### src/hdl/pvcs_pkg.sv
// Package for the vertex count solver: field widths, status codes and sequencer states.
// No dependencies.
`default_nettype none

package pvcs_pkg;

    localparam int unsigned MAX_VERTICES = 4095;

    localparam int FIELD_W  = 24;
    localparam int VS_W     = 25;
    localparam int PROD_W   = 2 * FIELD_W + 1;
    localparam int RAD_W    = 2 * VS_W;
    localparam int REM_W    = VS_W + 3;
    localparam int CNT_W    = $clog2(MAX_VERTICES + 3);
    localparam int CNT_OUT_W = 12;
    localparam int STAT_W   = 2;
    localparam int STEP_W   = $clog2(VS_W + 1);

    localparam logic [STAT_W-1:0] STATUS_OK   = 2'd0;
    localparam logic [STAT_W-1:0] STATUS_ZERO = 2'd1;
    localparam logic [STAT_W-1:0] STATUS_OVER = 2'd2;

    typedef enum logic [2:0] {
        ST_IDLE,
        ST_SQUARE,
        ST_ROOT,
        ST_DIV,
        ST_ADJUST,
        ST_GCD_INIT,
        ST_GCD,
        ST_DONE
    } state_t;

endpackage

`default_nettype wire

### src/hdl/pong_vertex_count_solver.sv
// Vertex count solver top level: bit-serial square, square root, divide and gcd search.
// Depends on pvcs_pkg.
`default_nettype none

// One request at a time. A request with a zero field goes straight to the done state.
// Otherwise: shift-add squaring, bit-serial square root, restoring division of the
// width and then the height, parity adjustment, then the common-factor search: each
// gcd pass is a binary gcd taking one subtract or shift per cycle, after a set-up
// step and up to a final check, repeated once per growth of the larger count.
// The next request is taken while a finished result waits in the output register.
module pong_vertex_count_solver (
    input  wire logic                          aclk,
    input  wire logic                          aresetn,
    input  wire logic                          s_valid,
    output logic                               s_ready,
    input  wire logic [pvcs_pkg::FIELD_W-1:0]   s_width,
    input  wire logic [pvcs_pkg::FIELD_W-1:0]   s_height,
    input  wire logic [pvcs_pkg::FIELD_W-1:0]   s_spacing,
    output logic                               m_valid,
    input  wire logic                          m_ready,
    output logic [pvcs_pkg::VS_W-1:0]          m_vertex_spacing,
    output logic [pvcs_pkg::CNT_OUT_W-1:0]     m_x_vertices,
    output logic [pvcs_pkg::CNT_OUT_W-1:0]     m_y_vertices,
    output logic [pvcs_pkg::STAT_W-1:0]        m_result_status
);
    import pvcs_pkg::*;

    state_t              state_reg, state_next;
    logic [STEP_W-1:0]   cnt_reg, cnt_next;
    logic [FIELD_W-1:0]  w_reg, w_next, h_reg, h_next, s_reg, s_next;
    logic [PROD_W-1:0]   prod_reg, prod_next;
    logic [RAD_W-1:0]    rad_reg, rad_next;
    logic [REM_W-1:0]    rem_reg, rem_next;
    logic [VS_W-1:0]     root_reg, root_next;
    logic [VS_W-1:0]     vs_reg, vs_next;
    logic [FIELD_W-1:0]  q_reg, q_next;
    logic [VS_W-1:0]     drem_reg, drem_next;
    logic                div_h_reg, div_h_next;
    logic [CNT_W-1:0]    x_reg, x_next, y_reg, y_next;
    logic [CNT_W-1:0]    ga_reg, ga_next, gb_reg, gb_next;
    logic                hi_x_reg, hi_x_next;
    logic [STAT_W-1:0]   stat_reg, stat_next;

    logic                m_valid_reg, m_valid_next;
    logic [VS_W-1:0]     m_vs_reg, m_vs_next;
    logic [CNT_OUT_W-1:0] m_x_reg, m_x_next, m_y_reg, m_y_next;
    logic [STAT_W-1:0]   m_stat_reg, m_stat_next;

    // datapath steps
    logic [VS_W-1:0]     mul_upper;
    logic [PROD_W-1:0]   prod_step;
    logic [REM_W+1:0]    rem_sh, trial;
    logic                root_ge;
    logic [REM_W-1:0]    rem_step;
    logic [VS_W-1:0]     root_step;
    logic [VS_W:0]       div_t;
    logic                div_ge;
    logic [VS_W-1:0]     drem_step;
    logic [FIELD_W-1:0]  q_step;
    logic [VS_W-1:0]     cnt_full;
    logic                cnt_over;
    logic [CNT_W-1:0]    x_adj, y_adj, hi_adj, hi_grow;
    logic                hi_x_adj;

    always_comb begin
        mul_upper = prod_reg[PROD_W-1:FIELD_W] + (prod_reg[0] ? {1'b0, s_reg} : '0);
        prod_step = {1'b0, mul_upper, prod_reg[FIELD_W-1:1]};

        rem_sh    = {rem_reg, rad_reg[RAD_W-1:RAD_W-2]};
        trial     = {3'b000, root_reg, 2'b01};
        root_ge   = rem_sh >= trial;
        rem_step  = root_ge ? REM_W'(rem_sh - trial) : REM_W'(rem_sh);
        root_step = {root_reg[VS_W-2:0], root_ge};

        div_t     = {drem_reg, q_reg[FIELD_W-1]};
        div_ge    = div_t >= {1'b0, vs_reg};
        drem_step = div_ge ? VS_W'(div_t - {1'b0, vs_reg}) : VS_W'(div_t);
        q_step    = {q_reg[FIELD_W-2:0], div_ge};
        cnt_full  = {1'b0, q_step} + VS_W'(drem_step != '0);
        cnt_over  = cnt_full > VS_W'(MAX_VERTICES);

        x_adj = x_reg;
        y_adj = y_reg;
        if (x_reg[0] == y_reg[0]) begin
            if (x_reg >= y_reg) begin
                y_adj = y_reg + CNT_W'(1);
            end else begin
                x_adj = x_reg + CNT_W'(1);
            end
        end
        hi_x_adj = x_adj >= y_adj;
        hi_adj   = hi_x_adj ? x_adj : y_adj;
        hi_grow  = (hi_x_reg ? x_reg : y_reg) + CNT_W'(2);
    end

    always_comb begin
        state_next   = state_reg;
        cnt_next     = cnt_reg;
        w_next       = w_reg;
        h_next       = h_reg;
        s_next       = s_reg;
        prod_next    = prod_reg;
        rad_next     = rad_reg;
        rem_next     = rem_reg;
        root_next    = root_reg;
        vs_next      = vs_reg;
        q_next       = q_reg;
        drem_next    = drem_reg;
        div_h_next   = div_h_reg;
        x_next       = x_reg;
        y_next       = y_reg;
        ga_next      = ga_reg;
        gb_next      = gb_reg;
        hi_x_next    = hi_x_reg;
        stat_next    = stat_reg;
        m_valid_next = m_valid_reg;
        m_vs_next    = m_vs_reg;
        m_x_next     = m_x_reg;
        m_y_next     = m_y_reg;
        m_stat_next  = m_stat_reg;
        s_ready      = 1'b0;

        if (m_valid_reg && m_ready) begin
            m_valid_next = 1'b0;
        end

        unique case (state_reg)
            ST_IDLE: begin
                s_ready = 1'b1;
                if (s_valid) begin
                    w_next    = s_width;
                    h_next    = s_height;
                    s_next    = s_spacing;
                    prod_next = {{(PROD_W-FIELD_W){1'b0}}, s_spacing};
                    cnt_next  = '0;
                    stat_next = STATUS_OK;
                    if (s_width == '0 || s_height == '0 || s_spacing == '0) begin
                        stat_next  = STATUS_ZERO;
                        vs_next    = '0;
                        state_next = ST_DONE;
                    end else begin
                        state_next = ST_SQUARE;
                    end
                end
            end
            ST_SQUARE: begin
                prod_next = prod_step;
                cnt_next  = cnt_reg + STEP_W'(1);
                if (cnt_reg == STEP_W'(FIELD_W - 1)) begin
                    rad_next   = RAD_W'({prod_step[PROD_W-2:0], 1'b0});
                    rem_next   = '0;
                    root_next  = '0;
                    cnt_next   = '0;
                    state_next = ST_ROOT;
                end
            end
            ST_ROOT: begin
                rad_next  = {rad_reg[RAD_W-3:0], 2'b00};
                rem_next  = rem_step;
                root_next = root_step;
                cnt_next  = cnt_reg + STEP_W'(1);
                if (cnt_reg == STEP_W'(VS_W - 1)) begin
                    // round up when the remainder exceeds the root
                    vs_next    = root_step + VS_W'(rem_step > REM_W'(root_step));
                    q_next     = w_reg;
                    drem_next  = '0;
                    div_h_next = 1'b0;
                    cnt_next   = '0;
                    state_next = ST_DIV;
                end
            end
            ST_DIV: begin
                q_next    = q_step;
                drem_next = drem_step;
                cnt_next  = cnt_reg + STEP_W'(1);
                if (cnt_reg == STEP_W'(FIELD_W - 1)) begin
                    cnt_next = '0;
                    if (cnt_over) begin
                        stat_next  = STATUS_OVER;
                        state_next = ST_DONE;
                    end else if (!div_h_reg) begin
                        x_next     = CNT_W'(cnt_full);
                        q_next     = h_reg;
                        drem_next  = '0;
                        div_h_next = 1'b1;
                    end else begin
                        y_next     = CNT_W'(cnt_full);
                        state_next = ST_ADJUST;
                    end
                end
            end
            ST_ADJUST: begin
                x_next    = x_adj;
                y_next    = y_adj;
                hi_x_next = hi_x_adj;
                if (hi_adj > CNT_W'(MAX_VERTICES)) begin
                    stat_next  = STATUS_OVER;
                    state_next = ST_DONE;
                end else begin
                    state_next = ST_GCD_INIT;
                end
            end
            ST_GCD_INIT: begin
                // counts differ in parity: keep the odd one in ga
                if (x_reg[0]) begin
                    ga_next = x_reg;
                    gb_next = y_reg;
                end else begin
                    ga_next = y_reg;
                    gb_next = x_reg;
                end
                state_next = ST_GCD;
            end
            ST_GCD: begin
                if (gb_reg == '0) begin
                    if (ga_reg == CNT_W'(1)) begin
                        state_next = ST_DONE;
                    end else if (hi_grow > CNT_W'(MAX_VERTICES)) begin
                        stat_next  = STATUS_OVER;
                        state_next = ST_DONE;
                    end else begin
                        if (hi_x_reg) begin
                            x_next = hi_grow;
                        end else begin
                            y_next = hi_grow;
                        end
                        state_next = ST_GCD_INIT;
                    end
                end else if (!gb_reg[0]) begin
                    gb_next = {1'b0, gb_reg[CNT_W-1:1]};
                end else if (ga_reg > gb_reg) begin
                    ga_next = gb_reg;
                    gb_next = ga_reg - gb_reg;
                end else begin
                    gb_next = gb_reg - ga_reg;
                end
            end
            ST_DONE: begin
                if (!m_valid_reg || m_ready) begin
                    m_valid_next = 1'b1;
                    m_vs_next    = vs_reg;
                    m_stat_next  = stat_reg;
                    m_x_next     = (stat_reg == STATUS_OK) ? x_reg[CNT_OUT_W-1:0] : '0;
                    m_y_next     = (stat_reg == STATUS_OK) ? y_reg[CNT_OUT_W-1:0] : '0;
                    state_next   = ST_IDLE;
                end
            end
            default: begin
                state_next = ST_IDLE;
            end
        endcase
    end

    always_ff @(posedge aclk) begin
        if (!aresetn) begin
            state_reg   <= ST_IDLE;
            m_valid_reg <= 1'b0;
        end else begin
            state_reg   <= state_next;
            m_valid_reg <= m_valid_next;
        end
    end

    always_ff @(posedge aclk) begin
        cnt_reg    <= cnt_next;
        w_reg      <= w_next;
        h_reg      <= h_next;
        s_reg      <= s_next;
        prod_reg   <= prod_next;
        rad_reg    <= rad_next;
        rem_reg    <= rem_next;
        root_reg   <= root_next;
        vs_reg     <= vs_next;
        q_reg      <= q_next;
        drem_reg   <= drem_next;
        div_h_reg  <= div_h_next;
        x_reg      <= x_next;
        y_reg      <= y_next;
        ga_reg     <= ga_next;
        gb_reg     <= gb_next;
        hi_x_reg   <= hi_x_next;
        stat_reg   <= stat_next;
        m_vs_reg   <= m_vs_next;
        m_x_reg    <= m_x_next;
        m_y_reg    <= m_y_next;
        m_stat_reg <= m_stat_next;
    end

    assign m_valid          = m_valid_reg;
    assign m_vertex_spacing = m_vs_reg;
    assign m_x_vertices     = m_x_reg;
    assign m_y_vertices     = m_y_reg;
    assign m_result_status  = m_stat_reg;

endmodule

`default_nettype wire
### config.mk
export PLATFORM = sky130hd
export DESIGN_NAME = pong_vertex_count_solver
export DESIGN_NICKNAME = d
export VERILOG_FILES = /design/src/hdl/pvcs_pkg.sv /design/src/hdl/pong_vertex_count_solver.sv
export SDC_FILE = /design/constraint.sdc
export NUM_CORES = 1
export LEC_CHECK = 0
export BUFFER_PORTS_ARGS = -buffer_cell sky130_fd_sc_hd__buf_4
export CAP_MARGIN = 25
export CORE_MARGIN = 2
export CORE_UTILIZATION = 50
export DETAILED_ROUTE_END_ITERATION = 10
export PLACE_DENSITY = 0.67
export SLEW_MARGIN = 20
export SYNTH_ARGS = -nofsm -noshare
export SYNTH_HDL_FRONTEND = slang
export SYNTH_SLANG_ARGS = --single-unit
### constraint.sdc
create_clock -name aclk -period 16.14 [get_ports aclk]
set_input_delay 1.614 -clock aclk [delete_from_list [all_inputs] [get_ports aclk]]
set_output_delay 1.614 -clock aclk [all_outputs]
set_load 0.02 [all_outputs]
==> metrics.md, run 1 <==
| Metric | Value |
|---|---|
| Most Used Layer, Global Route | `met2` |
| Die ar. | `51940 um^2` |
| First-pass GRT wire length | `104.8 mm` |
| Static Leak | `11.29 nW` |
| Final nets | `2867` |
| Max-cap violation count | `0` |
| Final Core Density | `56.90%` |
| Root cell of the clock tree | `clkbuf_16` |
| Reg-to-reg critical path endpoint | `q_reg[8]$_DFFE_PP_` |
| Post-Syn Area | `25070 um^2` |
| Row Count | `82` |
| Place WS | `8.305 ns` |
| Clk buf depth | `3` |
| Hold EP | `m_vertex_spacing[23]$_DFFE_PP_` |
| Final non-filler cell area | `28370 um^2` |
| Syn_area_per_cell | `9.951 um^2` |
| WP data arrival | `8.14 ns` |
| Top Ports | `129` |
| Router iterations before antenna repair | `8` |
| Library cells used by synthesis | `73` |
| Worst Tran Pin Value | `1.051 ns` |
| Initial Utilization | `50.27%` |
| Status | `finished, final reports clean` |
| Primary FF master, synth | `edfxtp_1` |
| Met3 GRT Util | `4.387%` |
| GPL Wtd Cong | `0.9361` |
| WS Path Type | `register to register` |
| Internal reg-to-reg setup slack | `8.33 ns` |
| #FFs+latches synth | `412` |
| Post-synth ARST share | `0%` |
| CTS resizes | `0` |
| Tmin final | `7.812 ns` |
| Number of clock sinks | `412` |
| Yosys warns | `0` |
| Syn nets | `2761` |
| Vias per inst | `5.886` |
| Most frequent cell after synthesis | `edfxtp_1` |
| Max IR drop VDD | `166.8 uV` |
| Dpl cells | `3248` |
| Hold Buf Count CTS | `0` |
| Cells on Worst Hold Path | `0` |
| Die height | `227.9 um` |
| Met1 Use GR | `34.00%` |
| Wire length per cell | `19.80 um` |
| DR vias | `19623` |
| Fmax | `128.0 MHz` |
| Total gr overflow | `0` |
| P&R area growth vs syn | `13.18%` |
| Post-synth top area share | `48.87%` |
| Vias in the first global route | `19326` |
| Final Setup Violations | `0` |
| Final cycle utilization of the critical path | `48.40%` |
| Hold Crit Start | `vs_reg[23]$_SDFFCE_PN0P_` |
| Largest net degree at the start of global routing | `88` |
| Total Routing Usage GR | `25.01%` |
| Final total power | `4.764 mW` |
| Leading area contributor after synthesis | `edfxtp_1` |
| Hold Vio Cnt, Final | `0` |
| Max FO, Critical Path | `14` |
| Final worst slack | `8.328 ns` |
| Crit path capture type | `register` |
| Core region area | `49860 um^2` |
| Antenna fix cells | `0` |
| CP Launch Type | `register` |
| R2R cell count | `26` |
| Die Width | `227.9 um` |
| Number of antenna violations at the first check in global routing | `6` |
| Final Max Slew Viols | `0` |
| Placed inst area | `26790 um^2` |
| Worst-path clk slew | `0.07 ns` |
| Slew headroom | `29.28%` |
| Synth cell count leaders | `edfxtp_1, nand2_1, nor2_1` |
| CTS tree | `yes` |
| RSZ-0062 raised after global routing | `no` |
| Area contributors post-synth | `edfxtp_1, ha_1, nand2_1` |
| Worst hold slack | `0.4489 ns` |
| PortBufs | `128` |
| Post-DRT Antenna Nets | `0` |
| Clk_lat worst skew | `0.59 ns` |
| DR iter-0 viols | `1478` |
| Post-synth EDFFs | `408` |
| Number of flip-flops in the largest register | `49` |
| Num CTS Buffers | `45` |
| Share of cells above drive strength 1 | `9.767%` |
| Grt met2 use | `40.69%` |
| Sequential fraction of the synthesis area | `49.19%` |
| PwrDens | `167.9 nW/um^2` |
| Clk_skew | `0.01890 ns` |
| Final Non-Filler Cells | `3334` |
| Gate Count Post-Synth | `2519` |
| Routed WL | `66.01 mm` |
| DRC Markers | `0` |
| Hpwl dp | `48.49 mm` |
| Setup TNS | `0 ns` |
| Hold Crit Class | `register to register` |
| Htree depth | `2` |
| Required @ worst endpoint | `16.46 ns` |
| Worst R2R Start | `q_reg[23]$_DFFE_PP_` |
| Total setup buffers inserted after CTS | `0` |
## how the worst max path moves through the flow
stage,cells after the start,slack [ns],startpoint,endpoint
finish,26,8.33,q_reg[23]$_DFFE_PP_,q_reg[8]$_DFFE_PP_
global route,26,7.70,q_reg[23]$_DFFE_PP_,q_reg[7]$_DFFE_PP_
CTS,25,8.26,q_reg[23]$_DFFE_PP_,x_reg[10]$_DFFE_PP_
detailed placement,25,8.30,q_reg[23]$_DFFE_PP_,x_reg[3]$_DFFE_PP_
global placement,26,8.27,q_reg[23]$_DFFE_PP_,drem_reg[20]$_SDFFCE_PN0P_
floorplan,25,9.06,q_reg[23]$_DFFE_PP_,y_reg[0]$_DFFE_PP_
## kinds of logic after synthesis
group | Yosys count | share of synthesized area, %
fa+ha+maj | 166 | 8.405
buf+inv | 243 | 3.644
simple gates | 932 | 17.43
mux | 67 | 2.695
flops | 412 | 49.19
xor+xnor | 144 | 5.031
compound gates | 555 | 13.60
## per-layer routing
| layer | wire length (um) | vias to the layer above |
|---|---|---|
| li1 | - | 9377 |
| met1 | 28820 | 9474 |
| met2 | 30760 | 624 |
| met3 | 4408 | 136 |
| met4 | 1967 | 12 |
| met5 | 57 | - |
## layout by cell type, fill, tap and decap left out, types with 11 or more instances in the layout
master	n
edfxtp_1	408
nand2_1	372
nor2_1	176
ha_1	162
a21oi_1	159
buf_4	152
inv_1	142
o21ai_0	141
xnor2_1	100
nand3_1	77
mux2i_1	63
a21o_1	56
nor3_1	55
and2_1	50
clkbuf_16	45
xor2_1	44
nand4_1	35
nor4_1	33
nor2b_1	24
o21ai_1	24
nand2b_1	22
and3_1	22
a31oi_1	21
a211oi_1	20
o21a_1	17
and4_1	15
clkinv_1	15
o211ai_1	14
o31ai_1	12
or3_1	12
o21bai_1	11
## cell type report
type,instances,area (um^2)
Tap cell,672,840.8
Fill cell,4381,21490
Multi-Input combinational cell,1864,11900
Sequential cell,412,12330
Clock inverter,36,434.2
Clock buffer,48,1137
Timing Repair Buffer,154,1171
Inverter,148,555.5
## critical path, cell delays in order (launching register included)
cell and delay, ns:
edfxtp_1 0.43, inv_1 0.08, ha_1 0.18, inv_1 0.06
fa_1 0.40, a21o_1 0.21, a221o_2 0.43, mux2i_1 0.18
o2111ai_1 0.17, or4_1 0.56, or4_1 0.53, or4_1 0.52
or3_1 0.41, nor3_1 0.17, o2111ai_1 0.19, ha_1 0.28
ha_1 0.21, and2_1 0.20, nand4_1 0.17, nor2_1 0.08
xnor2_1 0.24, o211a_1 0.19, o2111ai_1 0.24, nor4_4 0.68
buf_4 0.38, mux2i_1 0.23, o21ai_0 0.09
## report_power, final
group          total [mW]  internal (mW)  switching (mW)  leakage, nW
sequential           1.77           1.59           0.175         3.86
combinational        1.91          0.703            1.21         6.68
clock                1.09          0.634           0.455        0.751
Note: power is estimated with default switching activity, not from simulation.
==> run 2, diff against run 1 <==
--- a/config.mk
+++ b/config.mk
@@ -5,12 +5,13 @@
 export SDC_FILE = /design/constraint.sdc
 export NUM_CORES = 1
 export LEC_CHECK = 0
+export ABC_AREA = 1
 export BUFFER_PORTS_ARGS = -buffer_cell sky130_fd_sc_hd__buf_4
 export CAP_MARGIN = 25
 export CORE_MARGIN = 2
 export CORE_UTILIZATION = 50
 export DETAILED_ROUTE_END_ITERATION = 10
-export PLACE_DENSITY = 0.67
+export PLACE_DENSITY = 0.7
 export SLEW_MARGIN = 20
 export SYNTH_ARGS = -nofsm -noshare
 export SYNTH_HDL_FRONTEND = slang
==> constraint.sdc (replaced) <==
create_clock -name aclk -period 6.5 [get_ports aclk]
set_input_delay 0.65 -clock aclk [delete_from_list [all_inputs] [get_ports aclk]]
set_output_delay 0.65 -clock aclk [all_outputs]
set_load 0.02 [all_outputs]
==> run 2 against run 1 <==
Net effect: count of clock-buffer cells in the layout rose by 1; first-iteration DRC count grew 34%; sequential share of layout area shrank 1.5 points; wire length up 6.3%; maximum frequency up 31%; sequential power increased to 2.5 times the previous value; clock power rose to 2.5 times the previous value; global-route usage increased by 0.97 points; critical path depth is 8 higher; die area up 3.3%; setup slack worse by 7.8 ns; via count grew 12%; largest cell class unchanged; highest routed layer is now met4.
==> metrics.md, run 2 <==
| Metric | Value |
|---|---|
| Leading area contributor after synthesis | `edfxtp_1` |
| Post-synth ARST share | `0% (unchanged)` |
| Required @ worst endpoint | `6.85 ns (-9.61 ns)` |
| Adder-cell area share of the yosys netlist | `8.132% (-0.27 points)` |
| Clk_skew | `0.02235 ns (+0.003450 ns)` |
| Total Routing Usage GR | `25.98% (+0.97 points)` |
| Final cycle utilization of the critical path | `91.90% (+43 points)` |
| CP most frequent cell | `nand2_1` |
| PortBufs | `128 (unchanged)` |
| Worst Tran Pin Value | `1.016 ns (-0.03475 ns)` |
| Gate Count Post-Synth | `3096 (+23%)` |
| Place WS | `0.2253 ns (-8.079 ns)` |
| Htree depth | `2 (unchanged)` |
| Static Leak | `12.68 nW (+12%)` |
| Routed WL | `70.19 mm (+6.3%)` |
| Number of clock sinks | `412 (unchanged)` |
| Clk buf depth | `3 (unchanged)` |
| Max-cap violation count | `0 (unchanged)` |
| PwrDens | `431.3 nW/um^2 (+160%)` |
| Clk_lat worst skew | `0.60 ns (about the same)` |
| WP data arrival | `6.32 ns (-1.82 ns)` |
| Final worst slack | `0.5268 ns (-7.801 ns)` |
| Total gr overflow | `0 (unchanged)` |
| Status | `finished, final reports clean` |
| CP max stage delay | `0.43 ns (-0.25 ns)` |
| Root cell of the clock tree | `clkbuf_16` |
| Synth cell count leaders | `nand2_1, edfxtp_1, inv_1` |
| Sequential fraction of the synthesis area | `47.60% (-1.6 points)` |
| Number of antenna violations at the first check in global routing | `0 (-6)` |
| Reg-to-reg critical path endpoint | `vs_reg[22]$_SDFFCE_PN0P_` |
| Hold Crit Start | `s_height[6]` |
| Post-DRT Antenna Nets | `0 (unchanged)` |
| Yosys warns | `0 (unchanged)` |
| First-pass GRT wire length | `111.5 mm (+6.4%)` |
| Final Max Slew Viols | `0 (unchanged)` |
| Final Core Density | `57.27% (+0.37 points)` |
| Cells on Worst Hold Path | `1 (+1)` |
| Largest family of logic cells by synthesized area | `simple AND/OR/NAND/NOR gates` |
| Wire length per cell | `17.79 um (-10%)` |
| P&R area growth vs syn | `13.39%` |
| Commonest non-fill, non-tap cell in the layout | `nand2_1` |
| R2R cell count | `34 (+31%)` |
| Crit path capture type | `register` |
| Post-Syn Area | `25910 um^2 (+3.4%)` |
| Router iterations before antenna repair | `8 (unchanged)` |
| Compound-cell area share of the yosys netlist | `11.35% (-2.2 points)` |
| Final Setup Violations | `0 (unchanged)` |
| #FFs+latches synth | `412 (unchanged)` |
| Largest net degree at the start of global routing | `81 (-8.0%)` |
| CTS tree | `yes` |
| Slew headroom | `32.17% (+2.9 points)` |
| Top Ports | `129 (unchanged)` |
| Post-synth top area share | `47.29% (-1.6 points)` |
| Internal reg-to-reg setup slack | `0.53 ns (-7.80 ns)` |
| Die height | `231.6 um (+1.6%)` |
| Hpwl dp | `52.82 mm (+8.9%)` |
| Share of cells above drive strength 1 | `8.729% (-1.0 points)` |
| DR iter-0 viols | `1986 (+34%)` |
| Syn_area_per_cell | `8.369 um^2 (-16%)` |
| Hold Crit Class | `input pin to register` |
| Area contributors post-synth | `edfxtp_1, nand2_1, ha_1` |
| Placed inst area | `27680 um^2 (+3.3%)` |
| Worst-path clk slew | `0.06 ns (about the same)` |
| CP Launch Type | `register` |
| Fmax | `167.4 MHz (+31%)` |
| Tmin final | `5.973 ns (-1.839 ns)` |
| Final non-filler cell area | `29380 um^2 (+3.5%)` |
| Hold Vio Cnt, Final | `0 (unchanged)` |
| Post-synth EDFFs | `408 (unchanged)` |
| Final nets | `3471 (+21%)` |
| DR vias | `21896 (+12%)` |
| Vias in the first global route | `21023 (+8.8%)` |
| Num CTS Buffers | `46 (+2.2%)` |
| Post-synthesis mux area share | `0% (-2.7 points)` |
| Worst hold slack | `0.2343 ns (-0.2146 ns)` |
| Primary FF master, synth | `edfxtp_1` |
| Most frequent cells in the layout | `nand2_1, edfxtp_1, inv_1` |
| GPL Wtd Cong | `0.9702 (+3.6%)` |
| Setup TNS | `0 ns (unchanged)` |
| Hold EP | `h_reg[6]$_DFFE_PP_` |
| Die Width | `231.6 um (+1.6%)` |
| Die ar. | `53660 um^2 (+3.3%)` |
| Max IR drop VDD | `267.7 uV (+60%)` |
| Most frequent cell after synthesis | `nand2_1` |
| Worst R2R Start | `root_reg[1]$_SDFFCE_PN0P_` |
| WS Path Type | `register to register` |
| XOR/XNOR Fraction of Synth Area | `3.245% (-1.8 points)` |
| Filler cell count | `4696 (+7.2%)` |
| DRC Markers | `0 (unchanged)` |
| Post-Synth Simple-Gate Area | `22.93% (+5.5 points)` |
| Max FO, Critical Path | `11 (-3)` |
| Number of flip-flops in the largest register | `49 (unchanged)` |
| Syn nets | `3338 (+21%)` |
| Hold Buf Count CTS | `0 (unchanged)` |
| Vias per inst | `5.549 (-5.7%)` |
| Initial Utilization | `50.50% (+0.23 points)` |
| Row Count | `83 (+1.2%)` |
| Library cells used by synthesis | `58 (-21%)` |
| Core region area | `51300 um^2 (+2.9%)` |
| CP max-delay cell | `edfxtp_1` |
run 2: cell count changes in the layout (fill, tap and decap cells not counted), moves of 63 or more:
cell,delta
nor2_1,+147
inv_1,+223
mux2i_1,-63
o21ai_0,+99
nand2_1,+444
xnor2_1,-64
run 2: timing repair:
item | 4_1_cts | 5_1_grt
setup endpoints to repair | 0 | 12
resized for setup | 0 | 15
setup buffers | 0 | 6
run 2: layer usage:
layer  GRT usage, %  part of all wire [%]  vias up
met4          6.831                   2.1        0
met3          2.657                   6.3       97
li1               -                     -    10715
met5              0                     0        -
met1          37.57                    46    10329
met2          41.80                    46      755
run 2: worst max-delay path by stage:
stage | startpoint | endpoint | slack (ns)
after CTS | root_reg[17]$_SDFFCE_PN0P_ | vs_reg[23]$_SDFFCE_PN0P_ | 0.21
final | root_reg[1]$_SDFFCE_PN0P_ | vs_reg[22]$_SDFFCE_PN0P_ | 0.53
after global placement | root_reg[20]$_SDFFCE_PN0P_ | vs_reg[22]$_SDFFCE_PN0P_ | 0.37
after floorplan | q_reg[23]$_DFFE_PP_ | x_reg[0]$_DFFE_PP_ | 1.23
after detailed placement | root_reg[17]$_SDFFCE_PN0P_ | vs_reg[23]$_SDFFCE_PN0P_ | 0.23
after global routing | root_reg[1]$_SDFFCE_PN0P_ | vs_reg[23]$_SDFFCE_PN0P_ | -0.02
run 2: power by group:
part / leakage (nW) / internal [mW] / total, mW / switching (mW)
combinational: 8.03 / 1.75 / 5.45 / 3.70
sequential: 3.87 / 4.06 / 4.46 / 0.403
clock: 0.777 / 1.63 / 2.77 / 1.13
total: 12.7 / 7.44 / 12.7 / 5.23
run 2: worst max-delay path: cells and delay by family (launching register included):
kind	cells	cell delay, ns
adders and majority gates	4	0.90
and+or+nand+nor	18	2.69
AOI/OAI and AO/OA	7	1.08
buffers and inverters	5	0.56
DFF	1	0.43
run 2: cells by family (layout without fill, tap and decap cells):
| family | Yosys count | after routing |
|---|---|---|
| flops | 412 | 412 |
| compound gates | 541 | 541 |
| xor+xnor | 96 | 96 |
| simple gates | 1428 | 1429 |
| fa+ha+maj | 166 | 166 |
| buf+inv | 453 | 621 |
| other cells | 0 | 1 |
run 2: cell type report:
class,count,area [um^2],area share (%)
clock inverters,35,439.2,1.495
inverters,375,1415,4.817
repair buffers,162,1241,4.225
well taps,680,850.8,2.896
flip-flops and latches,412,12330,41.98
diodes,1,2.502,0.008518
clock buffers,49,1162,3.957
multi-input cells,2232,11940,40.63
run 2: through the flow:
step                      power (mW)  cells
after floorplan                8.283   3096
after global placement         9.739   3854
after detailed placement       9.848   3854
after CTS                      12.65   3938
after global routing           13.59   3945
final                          12.67   3946
